[src/hw/rtl/cel_pkg.sv]
// Shared constants, command and status types for the cross-entropy loss block.
package cel_pkg;

  // Class index range
  localparam int MAX_CLASSES = 1024;
  localparam int IDX_W       = 10;
  localparam int IDX_MAX_INT = (MAX_CLASSES - 1 < 1023) ? (MAX_CLASSES - 1) : 1023;
  localparam logic [IDX_W-1:0] IDX_MAX = IDX_W'(IDX_MAX_INT);

  // Field widths
  localparam int PROB_W  = 16;
  localparam int LOSS_W  = 24;
  localparam int CNT_W   = 32;
  localparam int SUM_W   = 40;
  localparam int NL_W    = 20;   // -ln(p) in Q4.16, at most about 10.4
  localparam int TERM_W  = 21;   // target * -ln(p) in Q5.16

  // Squaring rounds of the log2 fraction
  localparam int ROUNDS   = 16;
  localparam int ROUND_W  = 4;
  localparam logic [ROUND_W-1:0] ROUND_LAST = ROUND_W'(ROUNDS - 1);

  // ln 2 in Q0.32
  localparam logic [31:0] LN2_Q32 = 32'd2977044472;

  // Saturation limits
  localparam logic [LOSS_W-1:0] LOSS_MAX = {LOSS_W{1'b1}};
  localparam logic [SUM_W-1:0]  SUM_MAX  = {SUM_W{1'b1}};
  localparam logic [CNT_W-1:0]  CNT_MAX  = {CNT_W{1'b1}};

  // Result payload width and padded stream width
  localparam int OUT_W   = LOSS_W + 2 * IDX_W + 1 + 2 * CNT_W + SUM_W;
  localparam int OUT_TW  = ((OUT_W + 7) / 8) * 8;
  localparam int IN_TW   = 2 * PROB_W;

  // Commands from the controller to the datapath
  typedef struct packed {
    logic load;    // take a new element
    logic round;   // one squaring round of the log
    logic ln;      // scale log2 to ln
    logic term;    // weight by target
    logic acc;     // add into the sample loss
    logic emit;    // close the sample and load the result register
  } cel_cmd_t;

  // Status from the datapath to the controller
  typedef struct packed {
    logic last;      // held element closes its sample
    logic out_free;  // result register can take a new result
  } cel_status_t;

endpackage

[src/hw/rtl/cel_ctrl.sv]
// Controller state machine: sequences one element through the datapath.
module cel_ctrl (
  input  logic                  clk,
  input  logic                  rst,
  input  logic                  in_valid,
  output logic                  in_ready,
  input  cel_pkg::cel_status_t  status,
  output cel_pkg::cel_cmd_t     cmd
);

  localparam logic [2:0] ST_IDLE  = 3'd0;
  localparam logic [2:0] ST_ROUND = 3'd1;
  localparam logic [2:0] ST_LN    = 3'd2;
  localparam logic [2:0] ST_TERM  = 3'd3;
  localparam logic [2:0] ST_ACC   = 3'd4;
  localparam logic [2:0] ST_EMIT  = 3'd5;

  logic [2:0]                  state;
  logic [2:0]                  state_next;
  logic [cel_pkg::ROUND_W-1:0] round_cnt;

  assign in_ready = (state == ST_IDLE);

  // Decode commands from the state
  always_comb begin
    cmd       = '0;
    cmd.load  = (state == ST_IDLE) && in_valid;
    cmd.round = (state == ST_ROUND);
    cmd.ln    = (state == ST_LN);
    cmd.term  = (state == ST_TERM);
    cmd.acc   = (state == ST_ACC);
    cmd.emit  = (state == ST_EMIT) && status.out_free;
  end

  // Next state
  always_comb begin
    state_next = state;
    unique case (state)
      ST_IDLE:  if (in_valid) state_next = ST_ROUND;
      ST_ROUND: if (round_cnt == cel_pkg::ROUND_LAST) state_next = ST_LN;
      ST_LN:    state_next = ST_TERM;
      ST_TERM:  state_next = ST_ACC;
      ST_ACC:   state_next = status.last ? ST_EMIT : ST_IDLE;
      ST_EMIT:  if (status.out_free) state_next = ST_IDLE;
      default:  state_next = ST_IDLE;
    endcase
  end

  // State and round counter
  always_ff @(posedge clk) begin
    if (rst) begin
      state     <= ST_IDLE;
      round_cnt <= '0;
    end else begin
      state <= state_next;
      if (cmd.round) begin
        round_cnt <= round_cnt + 1'b1;
      end else begin
        round_cnt <= '0;
      end
    end
  end

endmodule

[src/hw/rtl/cel_dp.sv]
// Datapath: log unit, loss accumulation, argmax tracking, counters and result register.
module cel_dp (
  input  logic                        clk,
  input  logic                        rst,
  input  cel_pkg::cel_cmd_t           cmd,
  output cel_pkg::cel_status_t        status,
  input  logic [cel_pkg::PROB_W-1:0]  prob,
  input  logic [cel_pkg::PROB_W-1:0]  target,
  input  logic                        last,
  output logic                        out_valid,
  input  logic                        out_ready,
  output logic [cel_pkg::OUT_W-1:0]   out_data
);

  // Count leading zeros of a nonzero 16-bit value
  function automatic logic [3:0] lead_zeros(input logic [15:0] x);
    logic [3:0] n;
    logic       found;
    n     = 4'd0;
    found = 1'b0;
    for (int i = 15; i >= 0; i--) begin
      if (!found && x[i]) begin
        n     = 4'(15 - i);
        found = 1'b1;
      end
    end
    return n;
  endfunction

  // Element held during processing
  logic [cel_pkg::PROB_W-1:0] tgt_q;
  logic                       last_q;

  // Log unit registers
  logic [15:0]               mant;
  logic [3:0]                shift;
  logic [15:0]               frac;
  logic [cel_pkg::NL_W-1:0]  nl;
  logic [cel_pkg::TERM_W-1:0] term;

  // Per-sample and running state
  logic [cel_pkg::PROB_W-1:0] best_prob;
  logic [cel_pkg::IDX_W-1:0]  best_index;
  logic [cel_pkg::IDX_W-1:0]  element_count;
  logic [cel_pkg::IDX_W-1:0]  hot_index;
  logic [cel_pkg::LOSS_W-1:0] partial_loss;
  logic [cel_pkg::CNT_W-1:0]  hits;
  logic [cel_pkg::CNT_W-1:0]  misses;
  logic [cel_pkg::SUM_W-1:0]  loss_sum;

  // Combinational helpers
  logic [15:0]                clamped;
  logic [3:0]                 lz;
  logic [31:0]                sq;
  logic [16:0]                sq_top;
  logic [19:0]                v;
  logic [52:0]                ln_prod;
  logic [35:0]                term_prod;
  logic [cel_pkg::LOSS_W:0]   loss_add;
  logic                       hit;
  logic [cel_pkg::CNT_W-1:0]  hits_next;
  logic [cel_pkg::CNT_W-1:0]  misses_next;
  logic [cel_pkg::SUM_W:0]    sum_add;
  logic [cel_pkg::SUM_W-1:0]  loss_sum_next;

  assign status.last     = last_q;
  assign status.out_free = !out_valid || out_ready;

  // Clamp probability to [one LSB, one] and normalize
  always_comb begin
    if (prob == '0) begin
      clamped = 16'd1;
    end else if (prob > 16'd32768) begin
      clamped = 16'd32768;
    end else begin
      clamped = prob;
    end
    lz = lead_zeros(clamped);
  end

  // One squaring round, log scaling, target weighting and the loss addition
  assign sq        = 32'(mant) * 32'(mant);
  assign sq_top    = sq[31:15];
  assign v         = {shift, 16'd0} - {4'd0, frac};
  assign ln_prod   = 53'(v) * 53'(cel_pkg::LN2_Q32) + 53'h0_0000_8000_0000;
  assign term_prod = 36'(tgt_q) * 36'(nl) + 36'd16384;
  assign loss_add  = {1'b0, partial_loss} + (cel_pkg::LOSS_W+1)'(term);

  // Sample close: hit, counters and total
  always_comb begin
    hit         = (best_index == hot_index);
    hits_next   = hits;
    misses_next = misses;
    if (hit) begin
      if (hits != cel_pkg::CNT_MAX) hits_next = hits + 1'b1;
    end else begin
      if (misses != cel_pkg::CNT_MAX) misses_next = misses + 1'b1;
    end
    sum_add       = {1'b0, loss_sum} + (cel_pkg::SUM_W+1)'(partial_loss);
    loss_sum_next = sum_add[cel_pkg::SUM_W] ? cel_pkg::SUM_MAX : sum_add[cel_pkg::SUM_W-1:0];
  end

  // Payload registers of the log unit
  always_ff @(posedge clk) begin
    if (cmd.load) begin
      tgt_q <= target;
      mant  <= clamped << lz;
      shift <= lz;
      frac  <= '0;
    end
    if (cmd.round) begin
      mant <= sq_top[16] ? sq_top[16:1] : sq_top[15:0];
      frac <= {frac[14:0], sq_top[16]};
    end
    if (cmd.ln) begin
      nl <= ln_prod[32 +: cel_pkg::NL_W];
    end
    if (cmd.term) begin
      term <= term_prod[15 +: cel_pkg::TERM_W];
    end
  end

  // Result register payload
  always_ff @(posedge clk) begin
    if (cmd.emit) begin
      out_data <= {loss_sum_next, misses_next, hits_next, hit, hot_index, best_index,
                   partial_loss};
    end
  end

  // Sample and running state
  always_ff @(posedge clk) begin
    if (rst) begin
      last_q        <= 1'b0;
      best_prob     <= '0;
      best_index    <= '0;
      element_count <= '0;
      hot_index     <= '0;
      partial_loss  <= '0;
      hits          <= '0;
      misses        <= '0;
      loss_sum      <= '0;
      out_valid     <= 1'b0;
    end else begin
      // Track argmax and the hot index on arrival
      if (cmd.load) begin
        last_q <= last;
        if (prob > best_prob) begin
          best_prob  <= prob;
          best_index <= element_count;
        end
        if (target != '0) hot_index <= element_count;
      end
      // Accumulate with saturation, advance the element index
      if (cmd.acc) begin
        partial_loss <= loss_add[cel_pkg::LOSS_W] ? cel_pkg::LOSS_MAX
                                                  : loss_add[cel_pkg::LOSS_W-1:0];
        if (!last_q && element_count < cel_pkg::IDX_MAX) begin
          element_count <= element_count + 1'b1;
        end
      end
      // Close the sample
      if (cmd.emit) begin
        hits          <= hits_next;
        misses        <= misses_next;
        loss_sum      <= loss_sum_next;
        best_prob     <= '0;
        best_index    <= '0;
        element_count <= '0;
        partial_loss  <= '0;
      end
      // Result handshake
      if (cmd.emit) begin
        out_valid <= 1'b1;
      end else if (out_ready) begin
        out_valid <= 1'b0;
      end
    end
  end

endmodule

[src/hw/rtl/cross_entropy_loss_accuracy.sv]
// Top level of the streaming cross-entropy loss and argmax accuracy block.
// One class element per input transfer (prob in Q1.15, target in Q1.15, tlast on the
// final class of a sample). Between its transfer and the next free slot each element
// is taken, runs the 16 squaring rounds of the log2 fraction (one 16x16 multiply per
// cycle), is scaled to ln, weighted by the target and accumulated. The element marked
// last then loads the result register, and waits there while an earlier result has
// not yet been transferred. One result transfer per sample carries the sample loss,
// both indices, the hit flag and the saturating running totals; the input side is
// taken again while that result waits.
module cross_entropy_loss_accuracy (
  input  logic                         clk,
  input  logic                         rst,
  // prob [15:0], target [31:16]
  input  logic [cel_pkg::IN_TW-1:0]    s_tdata,
  input  logic                         s_tlast,
  input  logic                         s_tvalid,
  output logic                         s_tready,
  // sample_loss [23:0], predicted_index [33:24], target_index [43:34], hit [44],
  // correct_total [76:45], incorrect_total [108:77], loss_total [148:109], zeros above
  output logic [cel_pkg::OUT_TW-1:0]   m_tdata,
  output logic                         m_tvalid,
  input  logic                         m_tready
);

  cel_pkg::cel_cmd_t              cmd;
  cel_pkg::cel_status_t           status;
  logic [cel_pkg::OUT_W-1:0]      out_data;

  // Sequencer
  cel_ctrl u_ctrl (
    .clk      (clk),
    .rst      (rst),
    .in_valid (s_tvalid),
    .in_ready (s_tready),
    .status   (status),
    .cmd      (cmd)
  );

  // Arithmetic and state
  cel_dp u_dp (
    .clk       (clk),
    .rst       (rst),
    .cmd       (cmd),
    .status    (status),
    .prob      (s_tdata[cel_pkg::PROB_W-1:0]),
    .target    (s_tdata[2*cel_pkg::PROB_W-1:cel_pkg::PROB_W]),
    .last      (s_tlast),
    .out_valid (m_tvalid),
    .out_ready (m_tready),
    .out_data  (out_data)
  );

  // Pad the result to whole bytes
  assign m_tdata = cel_pkg::OUT_TW'(out_data);

endmodule

[config.mk]
export PLATFORM = sky130hd
export DESIGN_NAME = cross_entropy_loss_accuracy
export DESIGN_NICKNAME = d
export VERILOG_FILES = /design/src/hw/rtl/cel_pkg.sv /design/src/hw/rtl/cel_ctrl.sv /design/src/hw/rtl/cel_dp.sv /design/src/hw/rtl/cross_entropy_loss_accuracy.sv
export SDC_FILE = /design/constraint.sdc
export NUM_CORES = 2
export LEC_CHECK = 0
export ABC_AREA = 1
export ABC_CLOCK_PERIOD_IN_PS = 25700
export BUFFER_PORTS_ARGS = -buffer_cell sky130_fd_sc_hd__buf_2
export CORE_MARGIN = 1
export CORE_UTILIZATION = 54
export CTS_BUF_LIST = sky130_fd_sc_hd__clkbuf_8
export DETAILED_ROUTE_END_ITERATION = 12
export PLACE_DENSITY = 0.74
export SYNTH_ARGS = -nofsm -noshare
export SYNTH_HDL_FRONTEND = slang
export SYNTH_SLANG_ARGS = --single-unit
[constraint.sdc]
create_clock -name clk -period 25.7 [get_ports clk]
set_input_delay 1.285 -clock clk [delete_from_list [all_inputs] [get_ports clk]]
set_output_delay 1.285 -clock clk [all_outputs]
set_load 0.05 [all_outputs]
==> Implementation_results.wiki <==
{| class="wikitable"
! Metric !! Value
|-
| Via count of the first global-routing pass || ~39,000
|-
| Initial antenna violation count || 9
|-
| Upper clock frequency limit || 97.8 MHz
|-
| Worst endpoint data arrival time || ~11,000 ps
|-
| DR DRC count || 2
|-
| Layout Nets || ~7,100
|-
| FF-to-FF setup slack || around 15,000 ps
|-
| IO buf count || approximately 190
|-
| Horizontal die dimension || 303 um
|-
| Post-cts repair resize count || 0
|-
| CTS tree || done
|-
| Overall routing resource usage || 0.274
|-
| H-tree levels || 3
|-
| Syn. warnings || 0
|-
| Height of the chip || ~300 um
|-
| Final count of hold timing violations || 0
|-
| Post-Route Setup TNS || 0 ps
|-
| Delay of the slowest cell on the worst path || 630 ps
|-
| Minimum period implied by the final worst setup slack || 10,220 ps
|-
| EDFF count, synth || around 240
|-
| Synthesized area per cell || 8.40 um^2
|-
| Number of cells traversed by the worst register-to-register path || 39
|-
| Launch instance of the worst register-to-register path || u_dp.frac[0]
|-
| Via total after detailed routing || approximately 38,000
|-
| Wire length of the first global-routing pass || just under 200,000 um
|-
| Buffers from clock root to sink, at most || 3
|-
| Reg-to-Reg End || u_dp.nl[13]
|-
| Number of nets still failing antenna checks after routing || 0
|-
| Average detailed-routed wire length per instance || ~17 um
|-
| Slew margin rel. || 0.263
|-
| Std-Cell Core Area || just under 90,000 um^2
|-
| Worst-case clock skew || 52.5 ps
|-
| Flops & latches, synth || 425
|-
| Number of cells produced by synthesis || roughly 5,800
|-
| Critical path fanouts, max || 13
|-
| Root cell of the clock tree || sky130_fd_sc_hd__clkbuf_8
|-
| Routability congestion estimate || 0.981
|-
| Period utilization || 0.398
|-
| Class of the worst hold path || reg2reg
|-
| Congestion Overflow GR || 0
|-
| Post CTS Setup Buffer Count || 0
|-
| Max Cap Violations || 0
|-
| Violation count after the first detailed-route iteration || around 2,800
|-
| Worst endpoint required time || approximately 26,000 ps
|-
| Element type at the critical path end || register
|-
| Count of clock tree sinks || around 430
|-
| Setup crit start kind || register
|-
| Start point of the worst min-delay path || u_dp.hot_index[7]
|-
| Aggregate routed wire length || 123,000 um
|-
| Worst-margin pin slew || around 1100 ps
|-
| Final number of setup-violating endpoints || 0
|-
| Max-slew violation count || 0
|-
| Proportion of register bits with asynchronous set or reset after synthesis || 0
|-
| Share of layout cells above drive strength 1 || 0.0641
|-
| Clock transition at path regs || around 60 ps
|-
| Synth cell types || 62
|-
| Primary flip-flop cell chosen by synthesis mapping || sky130_fd_sc_hd__edfxtp_1
|-
| Row cnt || 109
|-
| Synthesis-to-layout area growth || 7.21%
|-
| Critical path type || reg2reg
|-
| Number of ports placed on the die boundary || 191
|-
| Violations in the final reports || DRC
|-
| Capture endpoint of the worst hold path || u_dp.out_data[41]
|-
| Cell area after synthesis || a little under 50,000 um^2
|-
| CP most frequent cell || sky130_fd_sc_hd__fa_1
|-
| Total Die Area || between 90,000 and 100,000 um^2
|-
| Number of cells on the worst hold path || 0
|-
| Outcome || complete, but fails checks
|-
| RSZ-0062 raised after global routing || no
|-
| Sequential cell area fraction in the yosys report || 0.224
|-
| Starting utilization of the core area || 0.549
|-
| Worst-Skew Late Latency || ~700 ps
|-
| Pre-Repair DR Iteration Count || 10
|-
| Number of buffers added to fix hold violations after cts || 0
|-
| Detail Placement HPWL || approximately 100,000 um
|-
| Maximum number of pins on one net before global-route repair || 83
|-
| Clock buffer count from CTS || 74
|-
| Standard cell with the maximum stage delay on the critical path || sky130_fd_sc_hd__fa_1
|-
| Via density || about 5.3
|-
| Filler cell count in the final layout || between 7,000 and 8,000
|}
==> area by class of cell <==
| type | count | area (um^2) | area share |
|---|---|---|---|
| Antenna cell | 5 | 12.5 | 0.000239 |
| Inverter | 1406 | 5280 | 0.101 |
| Timing Repair Buffer | 209 | 1100 | 0.0210 |
| Clock buffer | 81 | 1110 | 0.0213 |
| Clock inverter | 56 | 430 | 0.00823 |
| Multi-Input combinational cell | 3825 | 32000 | 0.612 |
| Tap cell | 1165 | 1460 | 0.0279 |
| Sequential cell | 425 | 10900 | 0.209 |
==> worst max-delay path, delay by kind of cell, from the launching register on <==
family	cells	cell delay, ps
adder cells (fa/ha/maj)	10	4660
AND/OR/NAND/NOR	16	2250
buffers and inverters	7	1270
XOR/XNOR	3	870
AO/OA/AOI/OAI	3	550
flip-flops	1	350
==> cells in the final DEF, fill, tap and decap left out, types with 7 or more instances in the layout <==
cell                       Yosys  layout
sky130_fd_sc_hd__fa_1        614     614
sky130_fd_sc_hd__a21boi_0     11      11
sky130_fd_sc_hd__buf_2        11     187
sky130_fd_sc_hd__xor2_1      154     154
sky130_fd_sc_hd__xnor2_1      46      46
sky130_fd_sc_hd__edfxtp_1    242     242
sky130_fd_sc_hd__clkinv_2      0       9
sky130_fd_sc_hd__o211ai_1      9       9
sky130_fd_sc_hd__dfxtp_1     183     183
sky130_fd_sc_hd__nor2_2       13      13
sky130_fd_sc_hd__o21ai_0     253     253
sky130_fd_sc_hd__or2_2        14      14
sky130_fd_sc_hd__clkinv_1      2       7
sky130_fd_sc_hd__nor2_1      339     336
sky130_fd_sc_hd__ha_1        526     526
sky130_fd_sc_hd__a31oi_1      13      13
sky130_fd_sc_hd__o21bai_1     23      23
sky130_fd_sc_hd__o22ai_1      14      14
sky130_fd_sc_hd__inv_1      1400    1429
sky130_fd_sc_hd__nand3_2      11      11
sky130_fd_sc_hd__a21oi_1     250     250
sky130_fd_sc_hd__o21a_1        7       7
sky130_fd_sc_hd__nand4_1      52      52
sky130_fd_sc_hd__clkbuf_8      0      81
sky130_fd_sc_hd__a22o_1       13      13
sky130_fd_sc_hd__nand3_1     200     200
sky130_fd_sc_hd__buf_4         4      22
sky130_fd_sc_hd__nor3_1       70      68
sky130_fd_sc_hd__a21o_1       17      17
sky130_fd_sc_hd__nor4_1       19      19
sky130_fd_sc_hd__nand2_1    1088    1088
==> cell usage after synthesis, drive strengths merged, types with 7 or more instances <==
library cell,count,share of area
nor2,355,0.028
edfxtp,242,0.15
or2,14,0.0018
nand2,1094,0.085
nor4,21,0.0029
a21o,17,0.0026
xnor2,46,0.0083
buf,25,0.0032
a31oi,13,0.0017
o21bai,23,0.0035
xor2,157,0.029
nand3,212,0.023
clkbuf,131,0.010
fa,614,0.25
ha,526,0.13
dfxtp,183,0.075
o211ai,9,0.0014
a21oi,251,0.026
nor3,75,0.0083
o22ai,14,0.0018
a21boi,11,0.0017
nand4,53,0.0069
o21a,7,0.0011
o21ai,256,0.026
inv,1404,0.11
a22o,13,0.0023
==> flip-flops by register name (all words and copies together), names as in the netlist, 16 cells and up <==
signal             count
u_dp.frac             16
u_dp.best_prob        16
u_dp.loss_sum         40
u_dp.hits             32
u_dp.tgt_q            16
u_dp.out_data        149
u_dp.misses           32
u_dp.term             21
u_dp.partial_loss     24
u_dp.mant             16
u_dp.nl               20
==> cell families after synthesis <==
group                    after synthesis  synth area share
AND/OR/NAND/NOR                     1841             0.158
buffers and inverters               1562             0.121
adder cells (fa/ha/maj)             1140             0.387
AO/OA/AOI/OAI                        638            0.0725
flip-flops                           425             0.224
XOR/XNOR                             203            0.0369
other                                  1         0.0000768
==> per-stage QoR <==
stage / util / area [um^2] / setup WS [ps] / hold WS [ps] / cells
final: 0.588 / 52300 / 15480 / 441 / 7172
after global routing: 0.588 / 52300 / 14640 / 475 / 7168
after CTS: 0.588 / 52300 / 15390 / 444 / 7167
after detailed placement: 0.571 / 50800 / 15450 / 428 / 7030
after global placement: 0.571 / 50800 / 15620 / 430 / 7030
after floorplan: - / 48800 / 16500 / 408 / 5812
==> per-layer routing <==
layer	vias up	routed length, um	track usage
li1	18300	-	-
met1	18300	51900	0.363
met2	1180	58800	0.469
met3	226	8160	0.0340
met4	6	3640	0.0845
met5	-	40	0
==> worst max-delay path by stage <==
| stage | start | end | cells after the start |
|---|---|---|---|
| 6_report | u_dp.frac[0] | u_dp.nl[13] | 39 |
| 5_1_grt | u_dp.frac[0] | u_dp.nl[13] | 39 |
| 4_1_cts | u_dp.frac[0] | u_dp.nl[13] | 39 |
| 3_5_place_dp | u_dp.frac[0] | u_dp.nl[13] | 39 |
| 3_3_place_gp | u_dp.frac[0] | u_dp.nl[13] | 41 |
| 2_1_floorplan | u_dp.frac[0] | u_dp.nl[13] | 38 |
Power is not shown: default switching activity piles up to over one toggle a cycle in this logic, so the estimate is an artifact.
